[src/hdl/srint_pkg.sv]
// Shared types, widths and helpers for the segment / rectangle intersection unit.
// Depends on nothing; the other files in hdl/ except srint_rsp_if use it by scoped names.
package srint_pkg;

	// Field width on the channels and working coordinate width
	localparam int FieldBits = 16;
	localparam int CoordBits = 16;
	// A difference of two coordinates, its products and their sums
	localparam int DiffBits  = CoordBits + 1;
	localparam int ProdBits  = 2 * DiffBits;
	localparam int SumBits   = ProdBits + 1;

	typedef logic signed [FieldBits-1:0] field_t;
	typedef logic signed [CoordBits-1:0] coord_t;
	typedef logic signed [DiffBits-1:0]  diff_t;
	typedef logic signed [ProdBits-1:0]  prod_t;
	typedef logic signed [SumBits-1:0]   sum_t;

	// One request, already cut to the working coordinate width
	typedef struct packed {
		coord_t ax;
		coord_t ay;
		coord_t bx;
		coord_t by;
		coord_t c1x;
		coord_t c1y;
		coord_t c2x;
		coord_t c2y;
	} query_t;

	// Offsets of the start point from the box sides, segment direction
	typedef struct packed {
		diff_t ex_lo;    // ax - xlo
		diff_t ex_hi;    // ax - xhi
		diff_t ey_lo;    // ay - ylo
		diff_t ey_hi;    // ay - yhi
		diff_t rx;
		diff_t ry;
		diff_t rx_mag;
		diff_t ry_mag;
		logic  rx_neg;
		logic  ry_neg;
		logic  hz_ok;    // horizontal sides can be crossed (not parallel, not flat)
		logic  vt_ok;    // vertical sides can be crossed
		logic  in_box;   // both endpoints in the closed box
	} geom_t;

	// Products for the four side tests plus parameter range flags
	typedef struct packed {
		prod_t ax_lo;    // ex_lo * |ry|
		prod_t ax_hi;    // ex_hi * |ry|
		prod_t py_hi;    // ey_hi * rx
		prod_t py_lo;    // ey_lo * rx
		prod_t ay_lo;    // ey_lo * |rx|
		prod_t ay_hi;    // ey_hi * |rx|
		prod_t px_lo;    // ex_lo * ry
		prod_t px_hi;    // ex_hi * ry
		logic  t_top;
		logic  t_bot;
		logic  t_left;
		logic  t_right;
		logic  rx_neg;
		logic  ry_neg;
		logic  hz_ok;
		logic  vt_ok;
		logic  in_box;
	} prods_t;

	// Per-stage load enables from the pipeline control
	typedef struct packed {
		logic s1;
		logic s2;
		logic s3;
		logic s4;
	} stage_en_t;

	// Keep the low CoordBits bits of a field, sign-extended
	function automatic coord_t to_coord(input field_t v);
		return coord_t'(v);
	endfunction

endpackage

[src/hdl/srint_resolve.sv]
// Stage 4: checks that each side crossing falls within the side's span, forms the answer.
// Depends on srint_pkg.
module srint_resolve (
	input  logic                  clk,
	input  srint_pkg::stage_en_t  en,
	input  srint_pkg::prods_t     prods_s3,
	output logic                  intersects_s4
);

	// Crossing point lies between the two box sides perpendicular to this side:
	// a_lo + c >= 0 and a_hi + c <= 0, where c is +p or -p
	function automatic logic span_ok(input srint_pkg::prod_t a_lo,
	                                 input srint_pkg::prod_t a_hi,
	                                 input srint_pkg::prod_t p, input logic neg);
		srint_pkg::sum_t lo_sum;
		srint_pkg::sum_t hi_sum;
		lo_sum = neg ? srint_pkg::sum_t'(a_lo) + srint_pkg::sum_t'(p)
		             : srint_pkg::sum_t'(a_lo) - srint_pkg::sum_t'(p);
		hi_sum = neg ? srint_pkg::sum_t'(a_hi) + srint_pkg::sum_t'(p)
		             : srint_pkg::sum_t'(a_hi) - srint_pkg::sum_t'(p);
		return (lo_sum >= 0) && (hi_sum <= 0);
	endfunction

	logic hit_top, hit_bot, hit_left, hit_right;

	// Per-side crossing tests
	always_comb begin
		hit_top   = prods_s3.hz_ok && prods_s3.t_top &&
		            span_ok(prods_s3.ax_lo, prods_s3.ax_hi, prods_s3.py_hi, prods_s3.ry_neg);
		hit_bot   = prods_s3.hz_ok && prods_s3.t_bot &&
		            span_ok(prods_s3.ax_lo, prods_s3.ax_hi, prods_s3.py_lo, prods_s3.ry_neg);
		hit_left  = prods_s3.vt_ok && prods_s3.t_left &&
		            span_ok(prods_s3.ay_lo, prods_s3.ay_hi, prods_s3.px_lo, prods_s3.rx_neg);
		hit_right = prods_s3.vt_ok && prods_s3.t_right &&
		            span_ok(prods_s3.ay_lo, prods_s3.ay_hi, prods_s3.px_hi, prods_s3.rx_neg);
	end

	// Output register
	always_ff @(posedge clk) begin
		if (en.s4) begin
			intersects_s4 <= prods_s3.in_box || hit_top || hit_bot || hit_left || hit_right;
		end
	end

endmodule

[config.mk]
export PLATFORM = sky130hd
export DESIGN_NAME = srint_resolve
export DESIGN_NICKNAME = d
export VERILOG_FILES = /design/src/hdl/srint_pkg.sv /design/src/hdl/srint_resolve.sv
export SDC_FILE = /design/constraint.sdc
export NUM_CORES = 1
export LEC_CHECK = 0
export BUFFER_PORTS_ARGS = -buffer_cell sky130_fd_sc_hd__buf_2
export CAP_MARGIN = 20
export CORE_MARGIN = 4
export CORE_UTILIZATION = 53
export CTS_CLUSTER_SIZE = 30
export DETAILED_ROUTE_END_ITERATION = 16
export PLACE_DENSITY = 0.79
export SYNTH_ARGS = -nofsm -noshare
export SYNTH_HDL_FRONTEND = slang
export SYNTH_SLANG_ARGS = --single-unit
[constraint.sdc]
create_clock -name clk -period 5.2 [get_ports clk]
set_input_delay 1.04 -clock clk [delete_from_list [all_inputs] [get_ports clk]]
set_output_delay 1.04 -clock clk [all_outputs]
set_load 0.1 [all_outputs]
==> key figures <==
Run status
  • Status: finished with violations
  • Failing checks: setup timing

Timing
  • Final Hold Viols: 0
  • RSZ-0062 raised after global routing: true
  • Worst-Margin Slew: 0.5919 ns
  • PnR worst setup slack: -0.9086 ns
  • Final Max Slew Viols: 0
  • Period utilisation layout: 117.5%
  • Crit path time final: 6.109 ns
  • Slew margin rel.: 59.92%
  • Hold Slack: 1.239 ns
  • Setup violators final: 1
  • FMAX: 0.1637 GHz

Cells and area
  • Core Util, Final: 80.54%
  • Diodes inserted: 0
  • Max reg flops: 1
  • Top reg by flops: intersects_s4
  • Most frequent cells in the layout: buf_4 (679), buf_2 (282), ha_1 (271), a21oi_1 (237), nor2_1 (196)
  • Leading cell type in the layout, fill and taps excluded: buf_4
  • Regs by FF count: intersects_s4 x1
  • Area grow syn2layout: 49.96%
  • Final net count: 3545
  • Share of cells above drive strength 1: 36.80%
  • Fillers: 1890

Floorplanning
  • Core box area: 0.02688 mm^2
  • I/O pins: 287
  • Die Wd: 173.0 um
  • Initial Utilization: 53.71%
  • Row count: 60
  • Die height: 173.0 um
  • Die area: 0.02994 mm^2

Critical path
  • CP arrival: 5.84 ns
  • Cell family with most CP delay: simple AND/OR/NAND/NOR gates
  • CP Buf/Inv Count: 6
  • Critical Path Stages: 25
  • WP data required: 4.93 ns
  • Slowest Stage Delay on Critical Path: 0.51 ns
  • Critical Path Source Type: input pin
  • Most frequent cell on the critical path: buf_4
  • Crit-path slowest cell: or4_4
  • Critical path class: input pin to flop
  • Crit end category: flop
  • CP Max Fanout: 7

Yosys
  • Number of enable flip-flop cells after synthesis: 1
  • Simple-Gate Fraction of Synth Area: 25.03%
  • Synth top area share: 23.93%
  • Compound-Gate Fraction of Synth Area: 31.46%
  • Mean Syn Cell Area: 6.980 um^2
  • Syn nets: 2638
  • Async SR Flop Fraction: 0%
  • Post-Synth Adder-Cell Area: 25.03%
  • Multiplexer share of the synthesized area: 1.725%
  • Distinct cells, synth: 102
  • Synth warn: 0
  • Post-Syn Area: 0.01443 mm^2
  • Top_reg_cell synth: edfxtp_1
  • Dominant cell type by area after synthesis: ha_1
  • Most area-consuming cells after synthesis: ha_1 (24%), a21oi_1 (8.5%), xor2_1 (8.3%), nor2_1 (5.2%), xnor2_1 (4.1%)
  • XOR/XNOR Fraction of Synth Area: 12.53%
  • Syn Inst Count: 2068
  • Register area share after synthesis: 0.2080%
  • Combinational family with the most area after synthesis: compound AO/OA/AOI/OAI gates
  • Seq cells post-synth: 1

Global routing
  • Global Route Usage Sum: 39.14%
  • First-pass GRT wire length: 99.20 mm
  • Pin count of the biggest net entering global routing: 21
  • Vias in the first global route: 20580
  • Initial antenna violation count: 0
  • Grt ovf: 0

CTS
  • Clock slew at reported path FFs: 0 ns
  • Hold_buf cts: 0

Power
  • Combinational power share: 99.7%
  • Pwr Total: 3434 uW
  • Power per standard cell area: 158.7 mW/mm^2
  • Pint: 1658 uW
  • Worst VDD drop: 0.07737 mV
  • Seq pwr share: 0.3%
  • P_leak: 0.01080 uW
  • Sw Share: 51.72%
  • Clock Power Share: 0%
  • P_sw: 1776 uW

Route
  • Routed wire length: 63.11 mm
  • Wire per inst: 19.04 um
  • Via count: 20480
  • Drt pass-1 iters: 6
  • Routed vias/inst: 6.178
  • Initial DRC count: 1592
  • DRC: 0
  • Final ANT Viol Nets: 0

Place
  • Final Wtd Congestion: 1.048
  • DP HPWL: 54.27 mm
  • IO Port Bufs: 283

Hold path
  • Min-Delay Path Depth: 1
  • Worst min path class: input pin to flop

Run
  • Max Cap Viol: 0
[power by group through the flow]
stage               sequential, uW  combinational [uW]  clock, uW
global placement              10.8                3110          0
CTS                           10.9                3320          0
floorplan                     19.8                1730          0
global route                  10.9                3700          0
detailed placement            10.9                3220          0
finish                        10.9                3420          0
[routing by layer]
metal / up-vias / part of all wire (%) / routed length, um / GRT usage (%)
li1: 9666 / - / - / -
met4: 0 / 6.5 / 4109 / 20.69
met2: 1046 / 48 / 30100 / 70.86
met1: 9523 / 39 / 24480 / 45.93
met3: 240 / 7.0 / 4430 / 3.126
met5: - / 0 / 0 / 0
[logic make-up after synthesis]
logic type | Yosys count
flops | 1
compound gates | 693
buf+inv | 143
fa+ha+maj | 284
mux | 24
xor+xnor | 205
simple gates | 718
[cell type report]
class                      count  area (um^2)  area share, %
multi-input combinational   1924        14280          65.99
tap                          341        426.7          1.971
sequential                     1        30.03         0.1387
timing repair buffer         968         6605          30.52
inverter                      80        300.3          1.387
[synthesized netlist by cell type, types with 7 or more instances]
cell type,number
ha_1,276
a21oi_1,246
nor2_1,200
nand2_1,150
xor2_1,136
o21ai_0,108
inv_1,80
nor3_1,70
xnor2_1,68
clkbuf_1,52
nand3_1,51
a21o_1,49
nand4_1,46
a31oi_1,36
nor4_1,33
a211oi_1,30
and3_1,28
o21a_1,28
o211ai_1,23
nor2b_1,20
nand2b_1,19
a2111oi_0,18
mux2i_1,17
and2_1,16
or3_1,14
o2111ai_1,13
o31ai_1,13
o21bai_1,12
a211o_1,10
a311oi_1,10
o31a_1,9
or4_1,9
and4_1,8
fa_1,8
nor3b_1,8
o221ai_1,8
or2_2,8
mux2_2,7
nor4b_1,7
o22ai_1,7
[path summary, 6_finish.rpt]
| path | from | to |
|---|---|---|
| setup / recovery | prods_s3[151] | intersects_s4 |
| hold / removal | en[0] | intersects_s4 |
[through the flow]
stage	setup TNS, ns	std cells	cell area [um^2]	worst slack [ns]
after global routing	-1.006	3314	21640	-1.006
after detailed placement	-0.9970	3290	21000	-0.9970
final	-0.9086	3314	21640	-0.9086
after floorplan	-0.1043	2068	14450	-0.1043
after CTS	-0.6771	3312	21590	-0.6771
after global placement	-0.9203	3290	21000	-0.9203
[repair_timing]
| item | 4_1_cts | 5_1_grt |
|---|---|---|
| setup buffers | 23 | 2 |
| resized for setup | 81 | 9 |
| setup endpoints to repair | 1 | 1 |
| pin swaps | 57 | 7 |
(Power assumes the default switching activity.)
