<file path="src/hdl/srint_pkg.sv">
// Shared types, widths and helpers for the segment / rectangle intersection unit.
// Depends on nothing; the other files in hdl/ except srint_rsp_if use it by scoped names.
package srint_pkg;

	// Field width on the channels and working coordinate width
	localparam int FieldBits = 16;
	localparam int CoordBits = 16;
	// A difference of two coordinates, its products and their sums
	localparam int DiffBits  = CoordBits + 1;
	localparam int ProdBits  = 2 * DiffBits;
	localparam int SumBits   = ProdBits + 1;

	typedef logic signed [FieldBits-1:0] field_t;
	typedef logic signed [CoordBits-1:0] coord_t;
	typedef logic signed [DiffBits-1:0]  diff_t;
	typedef logic signed [ProdBits-1:0]  prod_t;
	typedef logic signed [SumBits-1:0]   sum_t;

	// One request, already cut to the working coordinate width
	typedef struct packed {
		coord_t ax;
		coord_t ay;
		coord_t bx;
		coord_t by;
		coord_t c1x;
		coord_t c1y;
		coord_t c2x;
		coord_t c2y;
	} query_t;

	// Offsets of the start point from the box sides, segment direction
	typedef struct packed {
		diff_t ex_lo;    // ax - xlo
		diff_t ex_hi;    // ax - xhi
		diff_t ey_lo;    // ay - ylo
		diff_t ey_hi;    // ay - yhi
		diff_t rx;
		diff_t ry;
		diff_t rx_mag;
		diff_t ry_mag;
		logic  rx_neg;
		logic  ry_neg;
		logic  hz_ok;    // horizontal sides can be crossed (not parallel, not flat)
		logic  vt_ok;    // vertical sides can be crossed
		logic  in_box;   // both endpoints in the closed box
	} geom_t;

	// Products for the four side tests plus parameter range flags
	typedef struct packed {
		prod_t ax_lo;    // ex_lo * |ry|
		prod_t ax_hi;    // ex_hi * |ry|
		prod_t py_hi;    // ey_hi * rx
		prod_t py_lo;    // ey_lo * rx
		prod_t ay_lo;    // ey_lo * |rx|
		prod_t ay_hi;    // ey_hi * |rx|
		prod_t px_lo;    // ex_lo * ry
		prod_t px_hi;    // ex_hi * ry
		logic  t_top;
		logic  t_bot;
		logic  t_left;
		logic  t_right;
		logic  rx_neg;
		logic  ry_neg;
		logic  hz_ok;
		logic  vt_ok;
		logic  in_box;
	} prods_t;

	// Per-stage load enables from the pipeline control
	typedef struct packed {
		logic s1;
		logic s2;
		logic s3;
		logic s4;
	} stage_en_t;

	// Keep the low CoordBits bits of a field, sign-extended
	function automatic coord_t to_coord(input field_t v);
		return coord_t'(v);
	endfunction

endpackage

</file>
<file path="src/hdl/srint_setup.sv">
// Stages 1 and 2: corner ordering, segment direction, side offsets and inside test.
// Depends on srint_pkg.
module srint_setup (
	input  logic                  clk,
	input  srint_pkg::stage_en_t  en,
	input  srint_pkg::query_t     query,
	output srint_pkg::geom_t      geom_s2
);

	localparam int DIFF_MSB = srint_pkg::DiffBits - 1;

	srint_pkg::coord_t ax_s1, ay_s1, bx_s1, by_s1;
	srint_pkg::coord_t xlo_s1, xhi_s1, ylo_s1, yhi_s1;
	srint_pkg::diff_t  rx_s1, ry_s1;

	// Stage 1: order the corners, take the direction vector
	always_ff @(posedge clk) begin
		if (en.s1) begin
			ax_s1  <= query.ax;
			ay_s1  <= query.ay;
			bx_s1  <= query.bx;
			by_s1  <= query.by;
			xlo_s1 <= (query.c1x < query.c2x) ? query.c1x : query.c2x;
			xhi_s1 <= (query.c1x < query.c2x) ? query.c2x : query.c1x;
			ylo_s1 <= (query.c1y < query.c2y) ? query.c1y : query.c2y;
			yhi_s1 <= (query.c1y < query.c2y) ? query.c2y : query.c1y;
			rx_s1  <= srint_pkg::diff_t'(query.bx) - srint_pkg::diff_t'(query.ax);
			ry_s1  <= srint_pkg::diff_t'(query.by) - srint_pkg::diff_t'(query.ay);
		end
	end

	// Stage 2: offsets from each side, magnitudes, degenerate flags
	always_ff @(posedge clk) begin
		if (en.s2) begin
			geom_s2.ex_lo  <= srint_pkg::diff_t'(ax_s1) - srint_pkg::diff_t'(xlo_s1);
			geom_s2.ex_hi  <= srint_pkg::diff_t'(ax_s1) - srint_pkg::diff_t'(xhi_s1);
			geom_s2.ey_lo  <= srint_pkg::diff_t'(ay_s1) - srint_pkg::diff_t'(ylo_s1);
			geom_s2.ey_hi  <= srint_pkg::diff_t'(ay_s1) - srint_pkg::diff_t'(yhi_s1);
			geom_s2.rx     <= rx_s1;
			geom_s2.ry     <= ry_s1;
			geom_s2.rx_mag <= rx_s1[DIFF_MSB] ? -rx_s1 : rx_s1;
			geom_s2.ry_mag <= ry_s1[DIFF_MSB] ? -ry_s1 : ry_s1;
			geom_s2.rx_neg <= rx_s1[DIFF_MSB];
			geom_s2.ry_neg <= ry_s1[DIFF_MSB];
			geom_s2.hz_ok  <= (xhi_s1 != xlo_s1) && (ry_s1 != '0);
			geom_s2.vt_ok  <= (yhi_s1 != ylo_s1) && (rx_s1 != '0);
			geom_s2.in_box <= (ax_s1 >= xlo_s1) && (ax_s1 <= xhi_s1) &&
			                  (bx_s1 >= xlo_s1) && (bx_s1 <= xhi_s1) &&
			                  (ay_s1 >= ylo_s1) && (ay_s1 <= yhi_s1) &&
			                  (by_s1 >= ylo_s1) && (by_s1 <= yhi_s1);
		end
	end

endmodule

</file>
<file path="config.mk">
export PLATFORM = sky130hd
export DESIGN_NAME = srint_setup
export DESIGN_NICKNAME = d
export VERILOG_FILES = /design/src/hdl/srint_pkg.sv /design/src/hdl/srint_setup.sv
export SDC_FILE = /design/constraint.sdc
export NUM_CORES = 1
export LEC_CHECK = 0
export ABC_AREA = 1
export BUFFER_PORTS_ARGS = -buffer_cell sky130_fd_sc_hd__buf_2
export CORE_MARGIN = 2
export CORE_UTILIZATION = 40
export DETAILED_ROUTE_END_ITERATION = 8
export RECOVER_POWER = 100
export REMOVE_ABC_BUFFERS = 1
export SLEW_MARGIN = 20
export SYNTH_ARGS = -nofsm -noshare
export SYNTH_HDL_FRONTEND = slang
export SYNTH_SLANG_ARGS = --single-unit
</file>
<file path="constraint.sdc">
create_clock -name clk -period 2.4 [get_ports clk]
set_clock_uncertainty 0.05 [all_clocks]
set_input_delay 0.48 -clock clk [delete_from_list [all_inputs] [get_ports clk]]
set_output_delay 0.48 -clock clk [all_outputs]
set_load 0.02 [all_outputs]
</file>
==> impl_metrics.csv, run 1 <==
group,metric,value,unit
clock_network,cts_tree,"yes",
floorplan,die_w,219,um
pwr,p_sw,5.88,mW
sta,slew_headroom,5.18,%
clock_network,hold_buffers,0,
finish,syn2layout_area_growth,18.4,%
setup_path,path_max_fanout,3,
finish,multi_input_area,8230,um2
hold_path,min_path_type,"input port to register",
sta,rsz0062_at_grt,"yes",
floorplan,row_count,78,
detailed_routing,via_count,14300,
setup_path,critPathRequiredTime,2.69,ns
pwr,pwr-share-comb,30.0,%
pwr,finalPower,17.6,mW
pwr,p_clk_share,28.1,%
placement,place_hpwl,39.8,mm
finish,stdcell_area,21800,um2
status,status,"finished clean",
synthesis,postSynthAreaPerCell,9.72,um2
finish,nFillCells,4384,
clock_network,cts.clk_slew.worst_paths,0.07,ns
floorplan,start_util,40.6,%
finish,num-nets-final,2569,
setup_path,cp-start-kind,"register",
floorplan,io_pins,274,
global_route,grt.overflow.total,0,
clock_network,clock_path_buffers,3,
pwr,p_int,11.7,mW
detailed_routing,drt_iter0_drc,1080,
global_route,grt_pass1_wl,74.3,mm
setup_path,cpPeakStageDelay,0.44,ns
synthesis,async_reset_ff_share,0,%
floorplan,die_y,219,um
finish,final-seq-area,8980,um2
sta,final-max-slew-violation-count,0,
setup_path,cpMaxStageDelayCell,"fa_1",
global_route,grt_max_degree,45,
setup_path,cp_num_buf_inv,0,
setup_path,endpoint_kind,"register",
clock_network,root_buffer,"clkbuf_16",
sta,finalCriticalPeriod,2.32,ns
floorplan,dieArea,47900,um2
clock_network,clk_latency,0.58,ns
synthesis,synth.distinct_cells,42,
global_route,grt_use_total,20.2,%
detailed_routing,routed_wl,49.2,mm
setup_path,critPathArrivalTime,2.61,ns
detailed_routing,via_per_inst,4.99,
detailed_routing,ant_nets,0,
pwr,netSwitchingFraction,33.4,%
sta,max_freq,0.430,GHz
synthesis,synth_edf_count,299,
floorplan,core_area,45500,um2
clock_network,numCtsBuffers,31,
clock_network,ctsHtreeMaxLevel,1,
setup_path,crit_family,"adder cells",
detailed_routing,firstDrtPassIters,5,
sta,setup_violations,0,
pwr,worst_ir_drop_vdd,499,uV
sta,tightest_slew,1.42,ns
placement,portBuffers,271,
sta,hold_viol_final,0,
global_route,antenna_found_initial,11,
finish,layout_commonest_cell,"nand2_1",
clock_network,clock-sinks,299,
setup_path,critPathKind,"register to register",
synthesis,ys.flop_type,"edfxtp_1",
setup_path,crit_path_cell_trace,"ha_1 > fa_1 > o21ai_2 > a31oi_1 > nand2_1 > nand3_1 > nand2_1 > nand2_1 > nand3_1 > nand2_1",
finish,final_cells,2864,
finish,final_layout_size_suffix_gt1_share,15.7,%
placement,globalplace.congestion,0.947,
flow_run,cap_violations,0,
setup_path,worst_path_most_repeated_cell,"nand2_1",
finish,most-common-layout-cells,"369 x nand2_1, 299 x edfxtp_1, 283 x inv_1",
sta,fin_crit_sh,96.8,%
synthesis,synth_seq_cells,299,
synthesis,ys_warn_count,0,
global_route,grt_pass1_vias,13800,
pwr,p_leak,10.3,nW
placement,place_inst,2796,
synthesis,syn_area,18500,um2
pwr,pwr-share-seq,41.8,%
pwr,powerDensity,806,nW/um2
placement,place_area,20900,um2
detailed_routing,wire_per_inst,17.2,um
detailed_routing,drc_errors,0,
synthesis,synth_seq_area_share,48.7,%
synthesis,synthCells,1898,
[worst register-to-register path: stages, from the launching register on]
cell,delay (ns)
edfxtp_1,0.43
ha_1,0.24
fa_1,0.44
o21ai_2,0.27
a31oi_1,0.11
nand2_1,0.11
nand3_1,0.07
nand2_1,0.13
nand2_1,0.10
nand3_1,0.08
nand2_1,0.05
[logic make-up (layout without fill, tap and decap cells)]
family          Yosys count  count (layout)  share of synthesized area [%]
buf+inv                 318             675                           7.09
xor+xnor                123             123                           5.84
other cells               0               9                              0
mux                       1               1                         0.0542
compound gates          236             236                           7.51
flops                   299             299                           48.7
simple gates            717             717                           16.8
fa+ha+maj               204             204                           14.1
[timing repair]
| action | 4_1_cts | 5_1_grt |
|---|---|---|
| pin swaps | 0 | 1 |
| buffers inserted | 0 | 3 |
| hold endpoints to repair | 0 | 0 |
| setup endpoints to repair | 1 | 8 |
| resized for setup | 2 | 14 |
[flip-flops by register name (all words and copies together), names as in the netlist]
| register | flops |
|---|---|
| ax_s1 | 16 |
| ay_s1 | 16 |
| ylo_s1 | 16 |
| ry_s1 | 17 |
| xhi_s1 | 16 |
| by_s1 | 16 |
| bx_s1 | 16 |
| geom_s2 | 137 |
| yhi_s1 | 16 |
| rx_s1 | 17 |
| xlo_s1 | 16 |
[layout make-up]
type / count / area share [%]
inverter: 285 / 4.90
clock inverter: 23 / 1.19
antenna: 9 / 0.103
timing repair buffer: 334 / 8.02
multi-input combinational: 1281 / 37.7
clock buffer: 33 / 3.59
sequential: 299 / 41.1
tap: 600 / 3.44
[synth_stat cells, types with 3 or more instances]
cell type / number / area (um2)
o21ai_2: 11 / 96.3
o21ai_0: 38 / 190
a21oi_2: 5 / 43.8
a41oi_1: 4 / 35.0
inv_1: 285 / 1070
nor3b_1: 4 / 30.0
buf_6: 6 / 67.6
buf_4: 13 / 97.6
nand4_1: 28 / 175
nor2_1: 96 / 360
nor3_1: 16 / 80.1
clkbuf_1: 3 / 11.3
fa_1: 6 / 120
o21ai_1: 8 / 40.0
xor2_1: 83 / 727
a31oi_1: 15 / 93.8
a21oi_1: 124 / 621
o21bai_1: 4 / 30.0
clkbuf_4: 3 / 22.5
nand2_2: 6 / 37.5
nand3_1: 177 / 886
ha_1: 198 / 2480
buf_2: 8 / 40.0
o21a_1: 4 / 30.0
edfxtp_1: 299 / 8980
a21o_1: 12 / 90.1
xnor2_1: 40 / 350
nand3b_1: 6 / 45.0
nand2_1: 370 / 1390
nor4_1: 7 / 43.8
[power groups by stage]
stage,registers [mW],clock network [mW],logic (mW)
floorplan,7.88,0,2.90
global placement,7.44,0,5.21
detailed placement,7.44,0,5.31
CTS,7.35,5.05,5.33
global route,7.44,5.27,5.90
finish,7.36,4.95,5.28
[final timing paths]
path | slack (ns) | endpoint | startpoint | depth (start not counted)
hold / removal | 0.03 | ay_s1[11] | query[107] | 1
setup / recovery | 0.08 | geom_s2[100] | ylo_s1[0] | 10
setup reg to reg | 0.08 | geom_s2[100] | ylo_s1[0] | 10
hold reg to reg | 0.42 | geom_s2[63] | rx_s1[7] | 0
[per-layer routing]
layer  part of all wire, %  global-route usage [%]  vias to the layer above
met5                 0.043                       0                        -
met3                   6.2                    3.19                       82
met2                    44                    31.4                      423
met4                   3.4                    7.70                        4
met1                    46                    28.4                     6617
li1                      -                       -                     7172
[metrics by stage]
step           hold slack, ns  worst slack [ns]  utilization (%)  setup TNS (ns)
2_1_floorplan           0.376            -0.104                -           -6.26
4_1_cts               0.00199            0.0131             48.3               0
3_3_place_gp            0.417           -0.0517             46.0          -0.184
5_1_grt                0.0219           -0.0558             48.0         -0.0863
3_5_place_dp            0.412           -0.0780             46.0           -1.54
6_report               0.0325            0.0758             48.0               0
No activity file was read; power rests on OpenSTA's default activity.
==> inputs of run 2 (changes only) <==
Settings changed: CELL_PAD_IN_SITES_DETAIL_PLACEMENT set to 1, CELL_PAD_IN_SITES_GLOBAL_PLACEMENT set to 2, CORE_UTILIZATION 40 to 37, PLACE_DENSITY_LB_ADDON set to 0.1, RECOVER_POWER 100 to 50, SETUP_SLACK_MARGIN set to 0.5.
==> impl_metrics.csv, run 2 (synthesis gave the netlist of run 1 again) <==
group,metric,value,unit
global_route,grt_pass1_vias,15500,
finish,final_layout_size_suffix_gt1_share,32.4,%
finish,layout_commonest_cell,"nand2_1",
placement,place_area,21200,um2
status,violations,"max-capacitance violations, max-slew violations",
finish,multi_input_area,10100,um2
finish,top_regs,"geom_s2: 137 flops, rx_s1: 17 flops, ry_s1: 17 flops",
finish,regMostFlops,"geom_s2",
floorplan,row_count,81,
sta,finalCriticalPeriod,2.32,ns
global_route,grt_use_total,22.0,%
pwr,pwr-share-comb,37.6,%
placement,portBuffers,271,
clock_network,ctsHtreeMaxLevel,2,
floorplan,die_y,227,um
sta,hold_viol_final,0,
hold_path,min_path_type,"input port to register",
detailed_routing,wire_per_inst,19.3,um
finish,nFillCells,5433,
setup_path,cp-start-kind,"register",
pwr,p_int,12.9,mW
setup_path,endpoint_kind,"register",
floorplan,core_area,49100,um2
sta,max_freq,0.431,GHz
placement,place_hpwl,44.6,mm
global_route,grt_pass1_wl,86.1,mm
sta,slew_headroom,-34.6,%
clock_network,clk_latency,0.55,ns
detailed_routing,drt_iter0_drc,723,
finish,syn2layout_area_growth,36.5,%
finish,final_core_util,51.4,%
global_route,grt.overflow.total,0,
finish,final-seq-area,8980,um2
clock_network,cts_tree,"yes",
clock_network,cts.clk_slew.worst_paths,0.06,ns
pwr,p_sw,6.93,mW
finish,stdcell_area,25200,um2
sta,rsz0062_at_grt,"yes",
detailed_routing,via_per_inst,4.98,
pwr,worst_ir_drop_vdd,377,uV
pwr,powerDensity,786,nW/um2
floorplan,start_util,37.6,%
status,status,"complete, but fails checks",
sta,hold_slack,0.0785,ns
floorplan,dieArea,51700,um2
placement,globalplace.congestion,0.838,
setup_path,cpMaxStageDelayCell,"edfxtp_1",
detailed_routing,routed_wl,59.1,mm
sta,setup_violations,0,
clock_network,clock_path_buffers,3,
detailed_routing,firstDrtPassIters,5,
finish,num-nets-final,2714,
detailed_routing,drc_errors,0,
sta,fin_crit_sh,96.7,%
floorplan,die_w,227,um
setup_path,crit_path_cell_trace,"inv_2 > ha_4 > inv_4 > nor3_4 > nor3b_2 > inv_2 > nor2_4 > nand4_1 > nor4_2 > ha_1 > buf_4 > a41oi_1",
clock_network,numCtsBuffers,34,
pwr,p_clk_share,24.9,%
setup_path,critPathArrivalTime,2.54,ns
setup_path,cpPeakStageDelay,0.41,ns
finish,most-common-layout-cells,"309 x nand2_1, 299 x edfxtp_1, 245 x inv_1",
pwr,pwr-share-seq,37.4,%
setup_path,path_max_fanout,2,
detailed_routing,ant_nets,0,
clock_network,root_buffer,"clkbuf_16",
clock_network,clock-sinks,299,
flow_run,cap_violations,1,
sta,final-max-slew-violation-count,26,
setup_path,critPathRequiredTime,2.62,ns
global_route,antenna_found_initial,3,
placement,post-place-ws,-0.0596,ns
pwr,netSwitchingFraction,35.0,%
sta,fin_ws,0.0782,ns
floorplan,io_pins,274,
global_route,grt_max_degree,50,
setup_path,worst_path_most_repeated_cell,"inv_2",
sta,tightest_slew,2.02,ns
pwr,p_leak,11.3,nW
finish,largest_reg_flops,137,
detailed_routing,via_count,15300,
setup_path,critPathKind,"register to register",
==> run 2: cell type report <==
type | count | share of cell area, %
multi-input cells | 1281 | 40.0
flip-flops and latches | 299 | 35.6
repair buffers | 476 | 12.7
inverters | 285 | 4.27
clock buffers | 45 | 3.63
well taps | 664 | 3.30
clock inverters | 14 | 0.462
diodes | 3 | 0.0298
==> run 2: timing repair <==
| action | in CTS | in global routing |
|---|---|---|
| endpoints found under the hold margin | 0 | 0 |
| buffers inserted | 73 | 52 |
| pin swaps | 87 | 96 |
| endpoints found under the setup margin | 55 | 82 |
| resized for setup | 249 | 205 |
| hold buffers | 0 | 0 |
==> run 2: worst max-delay path: cells and delay by family, from the launching register on <==
| kind | cells | cell delay (ns) |
|---|---|---|
| buffers and inverters | 4 | 0.38 |
| AO/OA/AOI/OAI | 1 | 0.05 |
| flip-flops | 1 | 0.41 |
| AND/OR/NAND/NOR | 5 | 0.81 |
| adder cells (fa/ha/maj) | 2 | 0.33 |
==> run 2: power by group through the flow <==
stage               registers, mW  clock network [mW]  logic, mW
floorplan                    7.88                   0       2.90
global placement             7.42                   0       5.37
detailed placement           7.46                   0       5.54
CTS                          7.40                5.05       6.55
global route                 7.49                5.23       8.14
finish                       7.41                4.94       7.44
==> run 2: worst paths after layout <==
check | from | cells after the start | slack (ns) | end
min | query[108] | 1 | 0.08 | ay_s1[12]
min reg2reg | rx_s1[11] | 0 | 0.44 | geom_s2[67]
max | rx_s1[1] | 12 | 0.08 | geom_s2[1]
max reg2reg | rx_s1[1] | 12 | 0.08 | geom_s2[1]
==> run 2: per-stage QoR <==
| stage | instances | power, mW | TNS (ns) |
|---|---|---|---|
| global placement | 2880 | 12.8 | -0.0340 |
| floorplan | 1865 | 10.8 | -6.26 |
| detailed placement | 2880 | 13.0 | -0.194 |
| CTS | 3012 | 19.0 | 0 |
| finish | 3067 | 19.8 | 0 |
| global route | 3067 | 20.9 | -0.229 |
==> run 2: routing by layer <==
layer,track usage (%),wire length [um],share of wire (%),vias to the layer above
li1,-,-,-,7434
met1,31.5,28400,48,7448
met2,34.8,26800,45,314
met3,3.48,2500,4.2,83
met4,5.12,1460,2.5,2
met5,0,12,0.020,-
==> inputs of run 3 (changes only) <==
Settings changed: BUFFER_PORTS_ARGS -buffer_cell sky130_fd_sc_hd__buf_2 to not set, CELL_PAD_IN_SITES_DETAIL_PLACEMENT 1 to not set, CELL_PAD_IN_SITES_GLOBAL_PLACEMENT 2 to not set, CORE_UTILIZATION 37 to 40, DONT_BUFFER_PORTS set to 1, PLACE_DENSITY_LB_ADDON 0.1 to not set.
==> impl_metrics.csv, run 3 (synthesis gave the netlist of run 1 again) <==
group,metric,value,unit
detailed_routing,ant_nets,0,
clock_network,numCtsBuffers,35,
setup_path,r2r-start,"rx_s1[0]",
pwr,pwr-share-comb,30.3,%
status,violations,"max-capacitance violations, max-slew violations",
detailed_routing,drc_errors,0,
hold_path,min_path_type,"input port to register",
finish,final_core_util,52.5,%
setup_path,worst_path_most_repeated_cell,"buf_4",
global_route,grt_pass1_wl,78.3,mm
floorplan,start_util,40.6,%
detailed_routing,via_per_inst,5.25,
global_route,antenna_found_initial,0,
setup_path,startpoint,"rx_s1[0]",
sta,fin_crit_sh,98.3,%
clock_network,clk_latency,0.56,ns
flow_run,cap_violations,1,
global_route,grt.overflow.total,0,
floorplan,core_area,45500,um2
sta,max_freq,0.424,GHz
finish,regMostFlops,"geom_s2",
setup_path,worst-path-stages,14,
setup_path,rr_worst_depth,14,
setup_path,critPathRequiredTime,2.65,ns
setup_path,cpMaxStageDelayCell,"edfxtp_1",
placement,globalplace.congestion,0.951,
global_route,grt_pass1_vias,14000,
sta,finalCriticalPeriod,2.36,ns
setup_path,cp_num_buf_inv,7,
clock_network,clock_path_buffers,3,
pwr,worst_ir_drop_vdd,543,uV
finish,num-nets-final,2446,
sta,setup_violations,0,
detailed_routing,routed_wl,54.1,mm
setup_path,path_max_fanout,3,
sta,rsz0062_at_grt,"yes",
setup_path,cp-start-kind,"register",
sta,slew_headroom,-24.0,%
detailed_routing,drt_iter0_drc,918,
setup_path,crit_path_cell_trace,"inv_2 > ha_4 > inv_2 > nor3_4 > nor3b_4 > inv_2 > nor2_4 > nand4_1 > buf_4 > buf_4 > buf_4 > buf_4 > nand2_2 > xnor2_1",
finish,most-common-layout-cells,"312 x nand2_1, 299 x edfxtp_1, 234 x inv_1",
global_route,grt_max_degree,133,
clock_network,root_buffer,"clkbuf_16",
setup_path,cpPeakStageDelay,0.40,ns
status,status,"complete, but fails checks",
clock_network,ctsHtreeMaxLevel,2,
clock_network,clock-sinks,299,
finish,top_regs,"geom_s2: 137 flops, rx_s1: 17 flops, ry_s1: 17 flops",
pwr,p_clk_share,27.6,%
setup_path,cp-endpoint,"geom_s2[34]",
clock_network,cts_tree,"yes",
pwr,netSwitchingFraction,34.3,%
floorplan,die_w,219,um
setup_path,critPathKind,"register to register",
global_route,grt_use_total,21.7,%
detailed_routing,firstDrtPassIters,8,
floorplan,die_y,219,um
finish,syn2layout_area_growth,29.4,%
pwr,powerDensity,804,nW/um2
setup_path,critPathArrivalTime,2.61,ns
setup_path,reg2reg_slack,0.04,ns
finish,largest_reg_flops,137,
setup_path,crit_family,"buffers and inverters",
sta,hold_viol_final,0,
floorplan,dieArea,47900,um2
finish,n_antenna_cell,0,
pwr,pwr-share-seq,42.1,%
floorplan,io_pins,274,
setup_path,endpoint_kind,"register",
detailed_routing,wire_per_inst,19.8,um
setup_path,worstReg2RegEnd,"geom_s2[34]",
pwr,finalPower,19.2,mW
finish,final_layout_size_suffix_gt1_share,24.4,%
placement,place_hpwl,38.0,mm
pwr,p_sw,6.58,mW
floorplan,row_count,78,
detailed_routing,via_count,14300,
pwr,p_int,12.6,mW
clock_network,cts.clk_slew.worst_paths,0.06,ns
placement,portBuffers,0,
sta,final-max-slew-violation-count,32,
finish,layout_commonest_cell,"nand2_1",
pwr,p_leak,10.4,nW
sta,tightest_slew,1.86,ns
==> run 3: changes by cell type in the layout (fill, tap and decap cells not counted), sizes merged <==
cell / previous run / this run
dlygate4sd3: 0 / 66
bufinv: 1 / 3
clkbuf: 117 / 45
diode: 3 / 0
buf: 404 / 136
clkinv: 10 / 15
inv: 286 / 289
clkinvlp: 2 / 1
==> run 3: power by group through the flow <==
stage	clock network (mW)	logic (mW)	registers [mW]
after floorplan	0	2.90	7.88
after global placement	0	3.82	8.14
after detailed placement	0	3.93	8.14
after CTS	5.41	4.88	8.08
after global routing	5.60	6.38	8.18
final	5.30	5.82	8.10
==> run 3: worst min path at each step <==
stage                     depth (start not counted)      from            to
after floorplan                                   0  ry_s1[1]   geom_s2[40]
after global placement                            0  ry_s1[7]   geom_s2[46]
after detailed placement                          0  rx_s1[7]   geom_s2[63]
after CTS                                         0     en[2]  geom_s2[113]
after global routing                              0     en[2]  geom_s2[113]
final                                             0     en[3]      by_s1[5]
==> run 3: routing by layer <==
metal | global-route usage, % | wire length (um) | share of wire, % | vias up
met1 | 27.3 | 22600 | 42 | 6780
met5 | 0 | 0 | 0 | -
met2 | 34.7 | 24700 | 46 | 525
met3 | 6.61 | 4630 | 8.6 | 134
li1 | - | - | - | 6909
met4 | 8.49 | 2180 | 4.0 | 0
==> run 3: cell type report <==
type / instances / area, um2
Fill cell: 3920 / 21600
Clock buffer: 40 / 916
Sequential cell: 299 / 8980
Timing Repair Buffer: 207 / 1880
Multi-Input combinational cell: 1281 / 10100
Clock inverter: 23 / 224
Tap cell: 600 / 751
Inverter: 285 / 1070
==> run 3: what timing repair did <==
action	in CTS	in global routing
resized for setup	204	236
cloned	0	0
hold buffers	67	0
endpoints found under the setup margin	53	125
endpoints found under the hold margin	91	0
pin swaps	78	100
buffers inserted	60	42
==> run 3: through the flow <==
stage	setup TNS [ns]	hold slack, ns	std cells	worst slack (ns)	area (um2)
global route	-0.293	0.0154	2735	-0.122	23900
finish	0	0.0548	2735	0.0415	23900
global placement	-0.0425	0.413	2503	-0.0418	19300
floorplan	-6.26	0.376	1865	-0.104	18200
detailed placement	-1.04	0.417	2503	-0.0699	19300
CTS	0	0.00614	2693	0.0361	22600
